## src/hdl/calendar_clock_counter_defines.svh

```systemverilog
// assertion macros for the calendar clock counter
`ifndef CALENDAR_CLOCK_COUNTER_DEFINES_SVH
`define CALENDAR_CLOCK_COUNTER_DEFINES_SVH

`ifndef SYNTHESIS
`define CCC_ASSERT_SAME(name, clk, rst, ante, cons) \
   name: assert property (@(posedge clk) disable iff (rst) (ante) |-> (cons)) \
      else $error("ccc assertion failed");
`define CCC_ASSERT_NEXT(name, clk, rst, ante, cons) \
   name: assert property (@(posedge clk) disable iff (rst) (ante) |=> (cons)) \
      else $error("ccc assertion failed");
`else
`define CCC_ASSERT_SAME(name, clk, rst, ante, cons)
`define CCC_ASSERT_NEXT(name, clk, rst, ante, cons)
`endif

`endif

```

## src/hdl/ccc_pkg.sv

```systemverilog
package ccc_pkg;

   // packed so that second sits in the lowest bits
   typedef struct packed {
      logic [13:0] year;
      logic [3:0]  month;
      logic [4:0]  day;
      logic [4:0]  hour;
      logic [5:0]  minute;
      logic [5:0]  second;
   } ccc_time_type;

   typedef struct packed {
      logic [15:0] ticks_per_second;
      logic [4:0]  hour_offset;
   } ccc_cfg_type;

   localparam logic [15:0] TPS_RESET    = 16'd1000;
   localparam logic [4:0]  OFFSET_RESET = 5'd1;

   localparam logic CSR_TICKS_PER_SECOND = 1'b0;
   localparam logic CSR_HOUR_OFFSET      = 1'b1;

   localparam logic OP_TICK = 1'b0;
   localparam logic OP_LOAD = 1'b1;

   localparam logic [5:0]  LAST_SECOND = 6'd59;
   localparam logic [5:0]  LAST_MINUTE = 6'd59;
   localparam logic [4:0]  LAST_HOUR   = 5'd23;
   localparam logic [3:0]  LAST_MONTH  = 4'd12;
   localparam logic [13:0] LAST_YEAR   = 14'd9999;

   // gregorian leap rule; y/100 by reciprocal, exact for any 14-bit year
   function automatic logic is_leap(input logic [13:0] y);
      logic [27:0] prod;
      logic [7:0]  q;
      logic [13:0] qx;
      logic [13:0] hund;
      logic        div100;
      prod   = 28'(y) * 28'd5243;
      q      = prod[26:19];
      qx     = 14'(q);
      hund   = (qx << 6) + (qx << 5) + (qx << 2);
      div100 = (hund == y);
      return (div100 && (q[1:0] == 2'd0)) || (!div100 && (y[1:0] == 2'd0));
   endfunction

   function automatic logic [4:0] days_in(input logic [3:0] m, input logic leap);
      logic [4:0] d;
      case (m)
         4'd1:    d = 5'd31;
         4'd2:    d = leap ? 5'd29 : 5'd28;
         4'd3:    d = 5'd31;
         4'd4:    d = 5'd30;
         4'd5:    d = 5'd31;
         4'd6:    d = 5'd30;
         4'd7:    d = 5'd31;
         4'd8:    d = 5'd31;
         4'd9:    d = 5'd30;
         4'd10:   d = 5'd31;
         4'd11:   d = 5'd30;
         4'd12:   d = 5'd31;
         default: d = 5'd31;
      endcase
      return d;
   endfunction

   // (h + o) mod 24 for a sum below 64
   function automatic logic [4:0] hour_wrap(input logic [4:0] h, input logic [4:0] o);
      logic [5:0] s;
      s = {1'b0, h} + {1'b0, o};
      if (s >= 6'd48) begin
         s = s - 6'd48;
      end else if (s >= 6'd24) begin
         s = s - 6'd24;
      end
      return s[4:0];
   endfunction

endpackage

```

## src/hdl/ccc_clock_core.sv

```systemverilog
module ccc_clock_core (
   input  logic                  clock,
   input  logic                  reset,
   input  logic                  accept,
   input  logic                  op,
   input  ccc_pkg::ccc_time_type load,
   input  ccc_pkg::ccc_cfg_type  cfg,
   output ccc_pkg::ccc_time_type time_next,
   output logic                  resync
);
   import ccc_pkg::*;

   logic [15:0]  tick_ff, tick_in;
   ccc_time_type time_ff, time_in;
   logic         leap_ff, leap_in;

   logic [16:0]  tick_sum;
   logic         sec_pulse;
   logic [13:0]  year_next;
   logic         leap_next;

   assign tick_sum  = {1'b0, tick_ff} + 17'd1;
   assign sec_pulse = (op == OP_TICK) && (tick_sum >= {1'b0, cfg.ticks_per_second});

   // next year and its leap status, off the carry chain
   assign year_next = (time_ff.year >= LAST_YEAR) ? 14'd0 : time_ff.year + 14'd1;
   assign leap_next = is_leap(year_next);

   always_comb begin
      time_in = time_ff;
      leap_in = leap_ff;
      tick_in = tick_ff;
      resync  = 1'b0;
      if (op == OP_LOAD) begin
         time_in      = load;
         time_in.hour = hour_wrap(load.hour, cfg.hour_offset);
         leap_in      = is_leap(load.year);
      end else if (!sec_pulse) begin
         tick_in = tick_sum[15:0];
      end else begin
         tick_in = 16'd0;
         if (time_ff.second < LAST_SECOND) begin
            time_in.second = time_ff.second + 6'd1;
         end else begin
            time_in.second = 6'd0;
            if (time_ff.minute < LAST_MINUTE) begin
               time_in.minute = time_ff.minute + 6'd1;
            end else begin
               time_in.minute = 6'd0;
               resync         = 1'b1;
               if (time_ff.hour < LAST_HOUR) begin
                  time_in.hour = time_ff.hour + 5'd1;
               end else begin
                  time_in.hour = 5'd0;
                  if (time_ff.day < days_in(time_ff.month, leap_ff)) begin
                     time_in.day = time_ff.day + 5'd1;
                  end else begin
                     time_in.day = 5'd1;
                     if (time_ff.month < LAST_MONTH) begin
                        time_in.month = time_ff.month + 4'd1;
                     end else begin
                        time_in.month = 4'd1;
                        time_in.year  = year_next;
                        leap_in       = leap_next;
                     end
                  end
               end
            end
         end
      end
   end

   assign time_next = time_in;

   always_ff @(posedge clock) begin
      if (reset) begin
         tick_ff <= 16'd0;
         time_ff <= '{year: 14'd0, month: 4'd1, day: 5'd1, hour: 5'd0,
                      minute: 6'd0, second: 6'd0};
         leap_ff <= 1'b1;
      end else if (accept) begin
         tick_ff <= tick_in;
         time_ff <= time_in;
         leap_ff <= leap_in;
      end
   end

endmodule

```

## src/hdl/calendar_clock_counter.sv

```systemverilog
// Real-time clock and calendar.
// req channel: one item per tick or load. req_tuser is the op (0 = millisecond
// tick, 1 = load time from reference); req_tdata carries the load fields, used
// only for a load. A load adds the configured hour offset modulo 24.
// rsp channel: exactly one item per request, the time after that request;
// rsp_tuser flags an hour rollover so the host can resync from its reference.
// csr port: index 0 ticks per second, index 1 hour offset; write only while
// the block is idle.
// rsp_tvalid rises in the cycle after a request is accepted. Throughput is one
// item per cycle while the receiver takes each result: the tick compare and
// the second-to-year carry chain are combinational before the result register.
// When the receiver stalls, the result register holds and req_tready drops
// until it is taken; a new request is accepted in the same cycle the pending
// result leaves.
// Synchronous reset sets 00:00:00, day 1, month 1, year 0, clears the tick
// count and the result valid flag, and restores 1000 ticks per second and an
// hour offset of 1.
`include "calendar_clock_counter_defines.svh"

module calendar_clock_counter (
   input  logic        clock,
   input  logic        reset,
   input  logic        req_tvalid,
   output logic        req_tready,
   // load_second, load_minute, load_hour, load_day, load_month, load_year
   input  logic [39:0] req_tdata,
   // op
   input  logic        req_tuser,
   output logic        rsp_tvalid,
   input  logic        rsp_tready,
   // cur_second, cur_minute, cur_hour, cur_day, cur_month, cur_year
   output logic [39:0] rsp_tdata,
   // resync_request
   output logic        rsp_tuser,
   input  logic        csr_we,
   input  logic        csr_index,
   input  logic [15:0] csr_wdata
);
   import ccc_pkg::*;

   ccc_cfg_type  cfg_ff;
   logic         rsp_valid_ff, rsp_valid_in;
   ccc_time_type rsp_time_ff;
   logic         rsp_resync_ff;

   logic         accept;
   ccc_time_type load;
   ccc_time_type time_next;
   logic         resync;

   assign req_tready = !rsp_valid_ff || rsp_tready;
   assign accept     = req_tvalid && req_tready;
   assign load       = ccc_time_type'(req_tdata);

   ccc_clock_core u_core (
      .clock     (clock),
      .reset     (reset),
      .accept    (accept),
      .op        (req_tuser),
      .load      (load),
      .cfg       (cfg_ff),
      .time_next (time_next),
      .resync    (resync)
   );

   always_ff @(posedge clock) begin
      if (reset) begin
         cfg_ff.ticks_per_second <= TPS_RESET;
         cfg_ff.hour_offset      <= OFFSET_RESET;
      end else if (csr_we) begin
         case (csr_index)
            CSR_TICKS_PER_SECOND: cfg_ff.ticks_per_second <= csr_wdata;
            CSR_HOUR_OFFSET:      cfg_ff.hour_offset      <= csr_wdata[4:0];
            default:              cfg_ff                  <= cfg_ff;
         endcase
      end
   end

   assign rsp_valid_in = accept || (rsp_valid_ff && !rsp_tready);

   always_ff @(posedge clock) begin
      if (reset) begin
         rsp_valid_ff <= 1'b0;
      end else begin
         rsp_valid_ff <= rsp_valid_in;
      end
   end

   always_ff @(posedge clock) begin
      if (accept) begin
         rsp_time_ff   <= time_next;
         rsp_resync_ff <= resync;
      end
   end

   assign rsp_tvalid = rsp_valid_ff;
   assign rsp_tdata  = rsp_time_ff;
   assign rsp_tuser  = rsp_resync_ff;

   // an empty result register never blocks the request side
   `CCC_ASSERT_SAME(a_ready_when_empty, clock, reset, !rsp_valid_ff, req_tready)
   `CCC_ASSERT_NEXT(a_accept_gives_result, clock, reset, accept, rsp_valid_ff)
   // hour rollover only happens with minute and second wrapped to zero
   `CCC_ASSERT_SAME(a_resync_on_hour, clock, reset, rsp_valid_ff && rsp_resync_ff,
      (rsp_time_ff.minute == 6'd0) && (rsp_time_ff.second == 6'd0))
   `CCC_ASSERT_SAME(a_hour_in_range, clock, reset, rsp_valid_ff,
      rsp_time_ff.hour <= LAST_HOUR)

endmodule
```

## config.mk

```make
export PLATFORM = sky130hd
export DESIGN_NAME = calendar_clock_counter
export DESIGN_NICKNAME = d
export VERILOG_FILES = /design/src/hdl/ccc_pkg.sv /design/src/hdl/ccc_clock_core.sv /design/src/hdl/calendar_clock_counter.sv
export VERILOG_INCLUDE_DIRS = /design/src /design/src/hdl
export SDC_FILE = /design/constraint.sdc
export NUM_CORES = 1
export LEC_CHECK = 0
export BUFFER_PORTS_ARGS = -buffer_cell sky130_fd_sc_hd__buf_2
export CAP_MARGIN = 20
export CORE_UTILIZATION = 45
export CTS_BUF_LIST = sky130_fd_sc_hd__clkbuf_8
export CTS_CLUSTER_SIZE = 10
export DETAILED_ROUTE_END_ITERATION = 8
export HOLD_SLACK_MARGIN = 0.08
export PLACE_DENSITY = 0.64
export SYNTH_ARGS = -nofsm -noshare
export SYNTH_HDL_FRONTEND = slang
export SYNTH_SLANG_ARGS = --single-unit
export TNS_END_PERCENT = 30
```

## constraint.sdc

```tcl
create_clock -name clock -period 13 [get_ports clock]
set_input_delay 1.95 -clock clock [delete_from_list [all_inputs] [get_ports clock]]
set_output_delay 1.95 -clock clock [all_outputs]
set_load 0.005 [all_outputs]
```

### Word level (Yosys, flattened, before mapping)

Cells that the tools add are included.

* multiply operators: 2
* bitwise gates (word level): 3
* add/sub/neg operators: 14
* eq/ne operators: 12
* order comparisons: 9
* mux-type cells: 31
* reduce and logical (&&, ||, !) cells: 26

Operator list (number)
* two-way mux 40 bit: 2
* multiplier 14 x 13 -> 27 bit, second input constant: 2
* two-way mux 5 bit: 9
* two-way mux 34 bit: 1
* adder 14 x 10 -> 14 bit: 2
* adder 14 x 13 -> 14 bit: 2
* == test 14 bit: 2
* two-way mux 14 bit: 2
* two-way mux 28 bit: 1
* two-way mux 23 bit: 1
* two-way mux 18 bit: 1
* adder 16 x 1 -> 17 bit, second input constant: 1
* >= comparator 17 x 16 -> 1 bit: 1
* two-way mux 16 bit: 1
* adder 14 x 1 -> 14 bit, second input constant: 1
* >= comparator 14 bit, second input constant: 1
* adder 6 x 1 -> 6 bit, second input constant: 2
* less-than comparator 6 bit, second input constant: 2
* two-way mux 6 bit: 2
* adder 5 x 1 -> 5 bit, second input constant: 2
* inequality test 2 bit, second input constant: 5
* one-hot mux 5 bit (2 select lines): 1
* subtractor 5 bit, second input constant: 2
* two-way mux 1 bit: 9
* 21 further kinds: 42

* register bits: 120
* input bits: 63
* word-level logic and storage cells: 115
* output and inout bits: 43

### Longest topological paths before layout

Gate-level depths: netlist of run 1.

* depth after elaboration: 16
* depth in mapped cells: 40
* mapped depth without buffers: 37

### Modules after synthesis

From an unflattened synthesis of run 1, not the netlist that was laid out.

* cells, all modules: 1603
* area total of the unflattened synthesis: 14745.4 um2

Modules (own cells, without submodules)
* ccc_clock_core: area each 12565.8 um2, times used 1, cells an instance 1467, seq. area each 1141.1 um2
* calendar_clock_counter: area each 2179.6 um2, times used 1, cells an instance 136, seq. area each 1671.6 um2

### Least setup slack after synthesis of run 1

Ideal clock, no wire load.

* path kind: reg-to-reg
* start point: reg u_core.time_ff[26] in the netlist's numbering
* end point: reg u_core.leap_ff
* path buffers: 3
* cell stages (with the launch flop): 40
* clock period less this slack: 9.183 ns
* arrival: 9.057 ns
* slack: 3.817 ns
* setup time: 0.126 ns
* cell sequence: dfxtp_1 ha_1 nand3_1 buf_2 a21oi_1 or2_2 clkbuf_1 buf_2 nor2_1 fa_1 ha_1 inv_1 fa_1 inv_1 fa_1 inv_1 fa_1 inv_1 [4 not listed] a21oi_1 nor2_1 o21a_1 or4_1 a31oi_1 xor2_1 fa_1 inv_1 ha_1 and2_1 a311oi_1 o21bai_1 a21oi_1 xnor3_1 nor2_1 o2111ai_1 nor4_1 o2bb2ai_1

* word-level cells in the longest chain between the ends: 16
* elaborated cells between the ends (all ways): 20
* those cells by class: add/sub (3); mul (1); order compare (1); eq/ne (1); mux (8); reduce/logical (6)

RTL lines
* start: declaration: RTL line ccc_clock_core.sv:14 `ccc_time_type time_ff, time_in;`
* start signal: assignment: RTL line ccc_clock_core.sv:78 `time_ff <= '{year: 14'd0, month: 4'd1, day: 5'd1, hour: 5'd0,`
* start signal: assignment: RTL line ccc_clock_core.sv:83 `time_ff <= time_in;`
* adder 14 x 1 -> 14 bit or >= comparator 14 bit (tied branches): RTL line ccc_clock_core.sv:26 `assign year_next = (time_ff.year >= LAST_YEAR) ? 14'd0 : time_ff.year + 14'd1;`
* two-way mux 14 bit *: RTL line ccc_clock_core.sv:26
* multiplier 14 x 13 -> 27 bit: RTL line ccc_pkg.sv:40 `prod = 28'(y) * 28'd5243;`
* adder 14 x 13 -> 14 bit: RTL line ccc_pkg.sv:43 `hund = (qx << 6) + (qx << 5) + (qx << 2);`
* adder 14 x 10 -> 14 bit: RTL line ccc_pkg.sv:43
* == test 14 bit: RTL line ccc_pkg.sv:44 `div100 = (hund == y);`
* zero test 1 bit: RTL line ccc_pkg.sv:45 `return (div100 && (q[1:0] == 2'd0)) || (!div100 && (y[1:0] == 2'd0));`
* logical AND 1 bit: RTL line ccc_pkg.sv:45
* logical OR 1 bit *: RTL line ccc_pkg.sv:45
* two-way mux 1 bit *: RTL line ccc_clock_core.sv:59 `if (time_ff.month < LAST_MONTH) begin`
* two-way mux 1 bit *: RTL line ccc_clock_core.sv:55 `if (time_ff.day < days_in(time_ff.month, leap_ff)) begin`
* two-way mux 1 bit *: RTL line ccc_clock_core.sv:51 `if (time_ff.hour < LAST_HOUR) begin`
* two-way mux 1 bit *: RTL line ccc_clock_core.sv:46 `if (time_ff.minute < LAST_MINUTE) begin`
* two-way mux 1 bit *: RTL line ccc_clock_core.sv:42 `if (time_ff.second < LAST_SECOND) begin`
* two-way mux 1 bit *: RTL line ccc_clock_core.sv:38 `end else if (!sec_pulse) begin`
* two-way mux 1 bit *: RTL line ccc_clock_core.sv:34 `if (op == OP_LOAD) begin`
* end signal: assignment: RTL line ccc_clock_core.sv:84 `leap_ff <= leap_in;`
* end: declaration: RTL line ccc_clock_core.sv:15 `logic leap_ff, leap_in;`

Mark *: on every way between the ends. The rest lies on a longest branch, timed or not. The select of a mux whose other input is x is not followed.
A chain may end at the register's enable or synchronous reset.

### Final worst setup path of run 1

Ends and elaborated chain as after synthesis.

==> key figures, run 1 <==
Placement
  – Post-DP HPWL: 29.0 mm
  – IO buf count: 105
  – Dpl cells: 2156
  – GPL Wtd Cong: 0.862

Worst setup path
  – Reg-to-reg endpoint: u_core.leap_ff
  – Critical Path AT: 10.49 ns
  – Delay-heaviest family, CP: adder cells
  – CP max stage delay: 0.71 ns
  – CP max stage cell: nor2_1
  – Buf+Inv Stages, Crit Path: 5
  – FF-to-FF Start: u_core.time_ff[26]
  – Worst setup SP type: flip-flop
  – FF-to-FF path depth: 36
  – Setup crit end kind: flip-flop
  – Reg2reg setup slack: 2.85 ns
  – Req. time, crit path: 13.33 ns
  – Setup CP Type: reg2reg
  – CP max FO: 16

Logic synthesis
  – Netlist Area Pre-Place: 15000 um^2
  – Mapped Cells: 1653
  – Post-synth EDFFs: 41
  – Flop and latch count out of synthesis: 120
  – Netlist cell types: 79
  – Async SR Flop Fraction: 0%
  – Mapped Nets: 2103
  – Most used DFF post-synth: dfxtp_1
  – Syn Area/Cell: 9.05 um^2
  – Seq/Total Area, Yosys: 18.8%
  – Yosys warning count: 0

Power and ir drop
  – Peak VDD IR: 259 uV
  – Leakage: 8.15 nW
  – Pwr dens: 151 nW/um^2

Timing
  – Setup violations, final: 0
  – RSZ-0062 raised after global routing: false
  – Hold Violations, Final: 0
  – Layout Skew: 0.0162 ns
  – Fin crit share: 78.1%
  – F_max: 0.0985 GHz
  – Fin crit period: 10.15 ns
  – Max Slew Vio Count: 0
  – Worst-Margin Slew: 1.12 ns
  – Worst relative slew slack: 24.4%
  – Setup TNS: 0 ns

Layout
  – Share of cells above drive strength 1: 9.74%
  – Reg area: 2810 um^2
  – FILL cells: 3103
  – Layout Cells excl Fill: 2188
  – Ant diodes: 0
  – Final core occ: 50.0%
  – Area taken by multi-input logic gates: 10900 um^2
  – Area Overhead vs Synth: 9.05%
  – Nets: 2183

Job
  – Total of max-cap violations: 0

Clocking
  – TritonCTS buffer count: 17
  – # clock sinks: 120
  – Root Driver: clkbuf_8
  – CTS Buffer Depth: 2
  – Reg clk slew, reported paths: 0.08 ns
  – Clk_lat worst skew: 0.46 ns
  – PostCTS Resize Cnt: 0
  – Hold Buf Count CTS: 0
  – H-tree levels: 4
  – Postcts setup bufs: 0
  – CTS tree: done

Global routing
  – Vias in the first global route: 12000
  – Pin count of the biggest net entering global routing: 75
  – GRT Util Overall: 22.3%
  – Initial antenna violation count: 0
  – GR Overflow Total: 0
  – First-pass GRT wire length: 60.1 mm

Outcome
  – Status: complete, no violations

Route
  – DRT antenna net count: 0
  – Drt pass-1 iters: 5
  – DR WL/cell: 16.4 um
  – Routed WL: 36.0 mm
  – Residual DRC: 0
  – Vias per inst: 5.39
  – Overall via count from detail_route: 11800
  – Starting DRT DRC Count: 656

Floorplanning
  – Starting density of the core: 45.9%
  – Die span in x: 184 um
  – Die ar.: 34000 um^2
  – Core box area: 32600 um^2
  – Die extent in y: 184 um
  – Rows: 66
  – Num ports: 106

Worst hold path
  – Hold Crit Depth: 2
  – Hold Path End: cfg_ff[20]
  – Worst hold start: cfg_ff[20]
  – Min-delay worst type: reg2reg
-- cell usage in the layout (no fill, tap or decap), types with 20 or more instances in the layout --
| cell type | netlist | final |
|---|---|---|
| nor3_1 | 20 | 20 |
| xnor2_1 | 47 | 47 |
| a22oi_1 | 20 | 20 |
| fa_1 | 134 | 134 |
| nand3_1 | 40 | 40 |
| ha_1 | 253 | 253 |
| xor2_1 | 35 | 35 |
| o21ai_0 | 62 | 61 |
| dfxtp_1 | 79 | 79 |
| nand2_1 | 108 | 108 |
| inv_1 | 279 | 278 |
| edfxtp_1 | 41 | 41 |
| nor2_1 | 106 | 105 |
| a21o_1 | 26 | 26 |
| a21oi_1 | 80 | 80 |
| buf_2 | 9 | 105 |
-- flip-flops by register name, summed over array words and instances (netlist names) --
register,cells
rsp_tdata,40
u_core.leap_ff,1
u_core.time_ff,40
cfg_ff,21
u_core.tick_ff,16
rsp_tuser,1
rsp_tvalid,1
-- per-stage QoR --
| stage | power [W] | area (um^2) | setup WS (ns) | hold WS [ns] |
|---|---|---|---|---|
| after floorplan | 0.00173 | 15000 | 3.82 | 0.436 |
| after global placement | 0.00205 | 15900 | 3.09 | 0.446 |
| after detailed placement | 0.00210 | 15900 | 2.83 | 0.451 |
| after CTS | 0.00249 | 16300 | 2.81 | 0.462 |
| after global routing | 0.00273 | 16300 | 2.28 | 0.485 |
| final | 0.00246 | 16300 | 2.85 | 0.461 |
-- report_power, final --
part           leakage (nW)  switching [W]  internal (W)
Sequential             1.05      0.0000173      0.000412
Clock                 0.217       0.000167      0.000209
Combinational          6.88       0.000903      0.000750
Total                  8.15        0.00109       0.00137
-- cells in the mapped netlist, types with 10 or more instances --
| library cell | n | area, um^2 |
|---|---|---|
| nand2b_1 | 12 | 75.1 |
| and3_1 | 19 | 119 |
| a21o_1 | 26 | 195 |
| o21a_1 | 14 | 105 |
| nand4_1 | 15 | 93.8 |
| nor2b_1 | 14 | 87.6 |
| clkbuf_1 | 36 | 135 |
| and2_1 | 10 | 62.6 |
| xnor2_1 | 47 | 412 |
| ha_1 | 253 | 3170 |
| inv_1 | 279 | 1050 |
| o2bb2ai_1 | 10 | 87.6 |
| a31oi_1 | 15 | 93.8 |
| fa_1 | 134 | 2680 |
| xor2_1 | 35 | 307 |
| o21ai_0 | 62 | 310 |
| nand3_1 | 40 | 200 |
| edfxtp_1 | 41 | 1230 |
| nand2_1 | 108 | 405 |
| nor3_1 | 20 | 100 |
| a22oi_1 | 20 | 150 |
| a21oi_1 | 80 | 400 |
| nor2_1 | 106 | 398 |
| dfxtp_1 | 79 | 1580 |
-- tightest hold or removal path: stages, from the launching register on --
cell and delay, ns:
dfxtp_1 0.31, nand2_1 0.05, a21oi_1 0.05
-- worst max-delay path by stage --
stage	cells past startpoint	from	to	slack, ns
2_1_floorplan	39	u_core.time_ff[26]	u_core.leap_ff	3.82
4_1_cts	36	u_core.time_ff[26]	u_core.leap_ff	2.81
6_report	36	u_core.time_ff[26]	u_core.leap_ff	2.85
3_3_place_gp	36	u_core.time_ff[26]	u_core.leap_ff	3.09
3_5_place_dp	36	u_core.time_ff[26]	u_core.leap_ff	2.83
5_1_grt	36	u_core.time_ff[26]	u_core.leap_ff	2.28
-- cell families (layout without fill, tap and decap cells) --
logic type,Yosys count,after routing,share of synthesized area [%]
muxes,9,9,0.619
DFF,120,120,18.8
AOI/OAI and AO/OA,324,324,14.8
xor gates and xnor gates,84,84,5.10
and+or+nand+nor,398,398,13.2
adders and majority gates,387,387,39.1
buffers and inverters,331,424,8.45
-- final cells by class --
type | count | share of cell area (%)
repair buffers | 112 | 3.54
clock inverters | 15 | 1.23
multi-input cells | 1202 | 66.7
flip-flops and latches | 120 | 17.2
inverters | 280 | 6.44
clock buffers | 17 | 1.43
well taps | 442 | 3.39
-- layer usage --
| layer | track usage (%) | share of wire (%) |
|---|---|---|
| met1 | 30.5 | 47 |
| met4 | 6.63 | 2.3 |
| met2 | 36.8 | 46 |
| met5 | 0 | 0 |
| met3 | 2.81 | 4.7 |
Power figures use the tool's default switching activity.
==> run 2: changes to the inputs <==
ABC_AREA = 1   (was unset)
PLACE_DENSITY = 0.67   (was 0.64)
clock period = 9 ns   (was 13 ns; I/O delays follow)
==> run 2 against run 1 <==
Register-to-register slack worse by 2.0 ns. Via count is 14% higher. Clock skew is 0.0044 ns higher. Hold slack better by 0.012 ns. Highest routed layer unchanged. Synthesized cell count is 23% higher. Final cell count is 19% higher. Flip-flop and latch count stayed put. Maximum frequency is 24% higher. Largest cell class unchanged.
==> key figures, run 2 <==
Outcome
  – Status: complete, no violations

Route
  – DR WL/cell: 14.9 um
  – Residual DRC: 0
  – Starting DRT DRC Count: 847
  – Overall via count from detail_route: 13400
  – DRT antenna net count: 0
  – Vias per inst: 5.17
  – Routed WL: 38.6 mm
  – Drt pass-1 iters: 5

Logic synthesis
  – Top-area cell type share of the netlist area: 20.3%
  – Netlist Area Pre-Place: 15600 um^2
  – Mapped Nets: 2481
  – Mapped Cells: 2031
  – Most common cell in the netlist: inv_1
  – Yosys warning count: 0
  – Most used DFF post-synth: dfxtp_1
  – Syn Area/Cell: 7.69 um^2
  – Commonest cells in the synthesized netlist: inv_1, nand2_1, ha_1
  – Post-synth EDFFs: 41
  – Flop and latch count out of synthesis: 120
  – Netlist cell types: 49
  – Async SR Flop Fraction: 0%
  – Top cells by area, synth: ha_1, fa_1, inv_1, dfxtp_1, nand2_1
  – Seq/Total Area, Yosys: 18.0%
  – Cell taking the most area after synthesis: ha_1

Clocking
  – CTS tree: done
  – CTS Buffer Depth: 2
  – TritonCTS buffer count: 17
  – Reg clk slew, reported paths: 0.08 ns
  – H-tree levels: 4
  – Root Driver: clkbuf_8
  – Clk_lat worst skew: 0.46 ns
  – # clock sinks: 120
  – Hold Buf Count CTS: 0

Timing
  – Final WS setup: 0.808 ns
  – Worst-Margin Slew: 1.07 ns
  – Setup violations, final: 0
  – Layout Skew: 0.0206 ns
  – Fin crit period: 8.19 ns
  – Max Slew Vio Count: 0
  – RSZ-0062 raised after global routing: false
  – Fin crit share: 91.0%
  – F_max: 0.122 GHz
  – Setup TNS: 0 ns
  – Worst relative slew slack: 28.8%
  – Hold Violations, Final: 0

Global routing
  – Initial antenna violation count: 0
  – GR Overflow Total: 0
  – Vias in the first global route: 13200
  – GRT Util Overall: 22.6%
  – Pin count of the biggest net entering global routing: 66
  – First-pass GRT wire length: 65.1 mm

Worst setup path
  – CP max FO: 9
  – Req. time, crit path: 9.36 ns
  – CP max stage delay: 0.55 ns
  – Setup CP Type: reg2reg
  – CP max stage cell: fa_1
  – FF-to-FF Start: u_core.time_ff[26]
  – Worst setup SP type: flip-flop
  – Critical Path AT: 8.55 ns
  – Reg-to-reg endpoint: u_core.leap_ff
  – FF-to-FF path depth: 43
  – Delay-heaviest family, CP: adder cells
  – Reg2reg setup slack: 0.81 ns
  – Buf+Inv Stages, Crit Path: 9
  – Critical Path Most Common Cell: nand2_1
  – Setup crit end kind: flip-flop

Worst hold path
  – Min-delay worst type: reg2reg
  – Hold Crit Depth: 2
  – Hold Path End: cfg_ff[9]
  – Worst hold start: cfg_ff[9]

Layout
  – Most common cell after layout, fill and taps aside: inv_1
  – Area taken by multi-input logic gates: 11000 um^2
  – Commonest non-fill, non-tap cells in the layout: inv_1, nand2_1, ha_1
  – FILL cells: 3318
  – Reg area: 2810 um^2
  – Share of cells above drive strength 1: 9.79%
  – Nets: 2582
  – Area Overhead vs Synth: 9.07%
  – Fin area: 17000 um^2
  – Ant diodes: 0

Power and ir drop
  – Leakage: 9.25 nW
  – Pwr dens: 269 nW/um^2
  – Peak VDD IR: 243 uV

Floorplanning
  – Rows: 67
  – Num ports: 106
  – Die span in x: 188 um
  – Starting density of the core: 46.1%
  – Core box area: 33900 um^2
  – Die extent in y: 188 um
  – Die ar.: 35400 um^2

Placement
  – Dpl cell area: 16600 um^2
  – Post-DP HPWL: 31.5 mm
  – IO buf count: 105
  – Place WS: 0.456 ns
  – GPL Wtd Cong: 0.909

Job
  – Total of max-cap violations: 0
run 2: cell count changes after synthesis, sizes merged, moves of 24 or more:
cell	change
nand4	+24
a21oi	+32
xnor2	-35
nand3	+70
nand2	+314
o21ai	+30
inv	+169
run 2: how the worst max path moves through the flow:
stage | slack, ns | cells past startpoint | endpoint | start
4_1_cts | 0.42 | 42 | u_core.leap_ff | u_core.time_ff[26]
5_1_grt | 0.02 | 42 | u_core.leap_ff | u_core.time_ff[30]
2_1_floorplan | 1.43 | 40 | u_core.leap_ff | u_core.time_ff[26]
6_report | 0.81 | 43 | u_core.leap_ff | u_core.time_ff[26]
3_3_place_gp | 0.48 | 42 | u_core.leap_ff | u_core.time_ff[26]
3_5_place_dp | 0.46 | 42 | u_core.leap_ff | u_core.time_ff[26]
run 2: cell type report:
class	count	share of cell area, %
Multi-Input combinational cell	1425	64.4
Sequential cell	120	16.5
Inverter	449	9.93
Timing Repair Buffer	119	3.70
Tap cell	448	3.29
Clock buffer	20	1.62
Clock inverter	12	0.492
run 2: where the power goes:
group | internal, W | total [W] | switching [W]
sequential | 0.000602 | 0.000630 | 0.0000282
clock | 0.000233 | 0.000452 | 0.000220
combinational | 0.00136 | 0.00349 | 0.00213
total | 0.00220 | 0.00458 | 0.00238
run 2: cells by family (layout without fill, tap and decap cells):
kind of cell / Yosys count / after routing / synth area share [%]
AOI/OAI and AO/OA: 255 / 255 / 9.12
xor gates and xnor gates: 46 / 46 / 2.58
adders and majority gates: 387 / 387 / 37.5
buffers and inverters: 486 / 600 / 11.9
DFF: 120 / 120 / 18.0
and+or+nand+nor: 737 / 737 / 20.9
run 2: what timing repair did:
item                                    in CTS  in global routing
setup buffers                                0                  2
gates resized for setup                      0                 10
endpoints found under the setup margin       0                  1
run 2: worst register-to-register path, delay by kind of cell, from the launching register on:
family,cells,cell delay [ns]
adders and majority gates,9,3.73
and+or+nand+nor,22,2.81
buffers and inverters,9,0.82
DFF,1,0.37
xor gates and xnor gates,1,0.21
AOI/OAI and AO/OA,2,0.17
run 2: layer usage:
| metal | vias up | track usage (%) | share of wire (%) | wire [um] |
|---|---|---|---|---|
| met5 | - | 0 | 0 | 0 |
| met4 | 0 | 4.78 | 1.2 | 468 |
| met3 | 41 | 2.44 | 5.5 | 2120 |
| met2 | 390 | 38.1 | 46 | 17900 |
| met1 | 6303 | 31.2 | 47 | 18100 |
| li1 | 6679 | - | - | - |
run 2: through the flow:
step / hold slack, ns / std cells / power (W) / util, %
2_1_floorplan: 0.435 / 2031 / 0.00330 / -
3_3_place_gp: 0.452 / 2559 / 0.00400 / 49.1
3_5_place_dp: 0.464 / 2559 / 0.00410 / 49.1
4_1_cts: 0.473 / 2591 / 0.00458 / 50.1
5_1_grt: 0.488 / 2593 / 0.00519 / 50.3
6_report: 0.473 / 2593 / 0.00458 / 50.3
==> run 3: changes to the inputs <==
ABC_AREA = 0   (was 1)
clock period = 7.2 ns   (was 9 ns; I/O delays follow)
==> run 3 against run 2 <==
The flow now finishes with violations (negative setup slack). Utilization up 6.2 points. Total power rose by 6.4%. Final cell count down 6.5%. Critical endpoint unchanged. Largest cell class unchanged.
==> key figures, run 3 (synthesis gave the netlist of run 1 again) <==
Clocking
  – Root Driver: clkbuf_8
  – Reg clk slew, reported paths: 0.08 ns
  – # clock sinks: 120
  – CTS tree: done
  – H-tree levels: 4
  – TritonCTS buffer count: 17
  – Clk_lat worst skew: 0.46 ns
  – CTS Buffer Depth: 2
  – Hold Buf Count CTS: 0

Worst setup path
  – Critical Path Most Common Cell: fa_1
  – Delay-heaviest family, CP: adder cells
  – Buf+Inv Stages, Crit Path: 5
  – Setup CP Type: reg2reg
  – CP max stage cell: fa_1
  – Req. time, crit path: 7.53 ns
  – FF-to-FF path depth: 35
  – CP startpoint: u_core.time_ff[30]
  – Reg-to-reg endpoint: u_core.leap_ff
  – CP max FO: 8
  – Levels on crit path: 35
  – CP max stage delay: 0.55 ns
  – Critical Path AT: 8.78 ns
  – FF-to-FF Start: u_core.time_ff[30]
  – Reg2reg setup slack: -1.25 ns
  – Worst setup SP type: flip-flop
  – Setup crit end kind: flip-flop

Route
  – DR WL/cell: 16.0 um
  – Drt pass-1 iters: 6
  – Vias per inst: 5.27
  – DRT antenna net count: 0
  – Routed WL: 38.8 mm
  – Residual DRC: 0
  – Starting DRT DRC Count: 697
  – Overall via count from detail_route: 12800

Layout
  – Commonest non-fill, non-tap cells in the layout: inv_1, ha_1, buf_4
  – Share of cells above drive strength 1: 23.1%
  – Most common cell after layout, fill and taps aside: inv_1
  – Area taken by multi-input logic gates: 11200 um^2
  – Ant diodes: 0
  – FILL cells: 2859
  – Nets: 2420
  – Fin area: 18400 um^2
  – Reg area: 2830 um^2
  – Area Overhead vs Synth: 23.1%
  – Layout Cells excl Fill: 2425

Global routing
  – Vias in the first global route: 13100
  – First-pass GRT wire length: 64.7 mm
  – GR Overflow Total: 0
  – GRT Util Overall: 24.0%
  – Pin count of the biggest net entering global routing: 75
  – Initial antenna violation count: 0

Worst hold path
  – Min-delay worst type: reg2reg
  – Worst hold start: cfg_ff[15]
  – Hold Crit Depth: 2
  – Hold Path End: cfg_ff[15]

Timing
  – F_max: 0.118 GHz
  – Fin crit share: 117%
  – Fin crit period: 8.45 ns
  – Setup violations, final: 1
  – Worst-Margin Slew: 0.876 ns
  – Hold WS: 0.463 ns
  – Layout Skew: 0.0121 ns
  – RSZ-0062 raised after global routing: true
  – Hold Violations, Final: 0
  – Final WS setup: -1.25 ns
  – Worst relative slew slack: 41.6%
  – Setup TNS: -1.25 ns
  – Max Slew Vio Count: 0

Floorplanning
  – Core box area: 32600 um^2
  – Starting density of the core: 45.9%
  – Num ports: 106
  – Die span in x: 184 um
  – Die ar.: 34000 um^2
  – Rows: 66
  – Die extent in y: 184 um

Outcome
  – Failing checks: negative setup slack
  – Status: finished with violations

Power and ir drop
  – Peak VDD IR: 413 uV
  – Leakage: 9.37 nW
  – Pwr dens: 264 nW/um^2

Placement
  – IO buf count: 105
  – Post-DP HPWL: 31.7 mm
  – Dpl cell area: 17700 um^2
  – Dpl cells: 2376
  – GPL Wtd Cong: 0.885

Job
  – Total of max-cap violations: 0
[run 3: worst reg2reg max path: cells and delay by family, from the launching register on]
family	cells	cell delay (ns)
simple gates	10	2.39
fa+ha+maj	8	3.21
flops	1	0.35
xor+xnor	2	0.31
buf+inv	5	0.51
compound gates	10	1.55
[run 3: worst max-delay path by stage]
stage / endpoint
3_5_place_dp: u_core.leap_ff
5_1_grt: u_core.leap_ff
6_report: u_core.leap_ff
2_1_floorplan: u_core.leap_ff
4_1_cts: u_core.leap_ff
3_3_place_gp: u_core.leap_ff
[run 3: area by class of cell]
cell class | count | share of cell area (%)
timing repair buffer | 349 | 12.9
tap | 442 | 3.00
sequential | 120 | 15.3
clock inverter | 13 | 0.618
inverter | 280 | 5.70
multi-input combinational | 1202 | 61.0
clock buffer | 19 | 1.42
[run 3: where the power goes]
group | internal (W) | leakage (nW) | switching, W
clock network | 0.000316 | 0.204 | 0.000281
registers | 0.000744 | 1.06 | 0.0000286
logic | 0.00176 | 8.11 | 0.00174
total | 0.00282 | 9.37 | 0.00205
[run 3: per-stage QoR]
stage               power, W  setup WS (ns)  utilization [%]
finish               0.00487          -1.25             56.5
global route         0.00540          -1.65             56.5
CTS                  0.00490          -1.25             56.3
detailed placement   0.00425          -1.61             54.3
global placement     0.00415          -1.47             54.3
floorplan            0.00315          -1.08                -
[run 3: metal layers]
metal  track usage, %  up-vias  wire (um)  share of wire, %
li1                 -     6270          -                 -
met1             31.5     6127      17600                45
met2             41.2      319      18500                48
met3             2.83       70       1740               4.5
met4             7.10        0        914               2.4
met5                0        -          0                 0
[run 3: timing repair]
item	4_1_cts	5_1_grt
pin swaps	27	7
endpoints found under the hold margin	0	0
buffers inserted	13	4
cloned	0	0
setup endpoints to repair	1	1
gates resized for setup	33	6
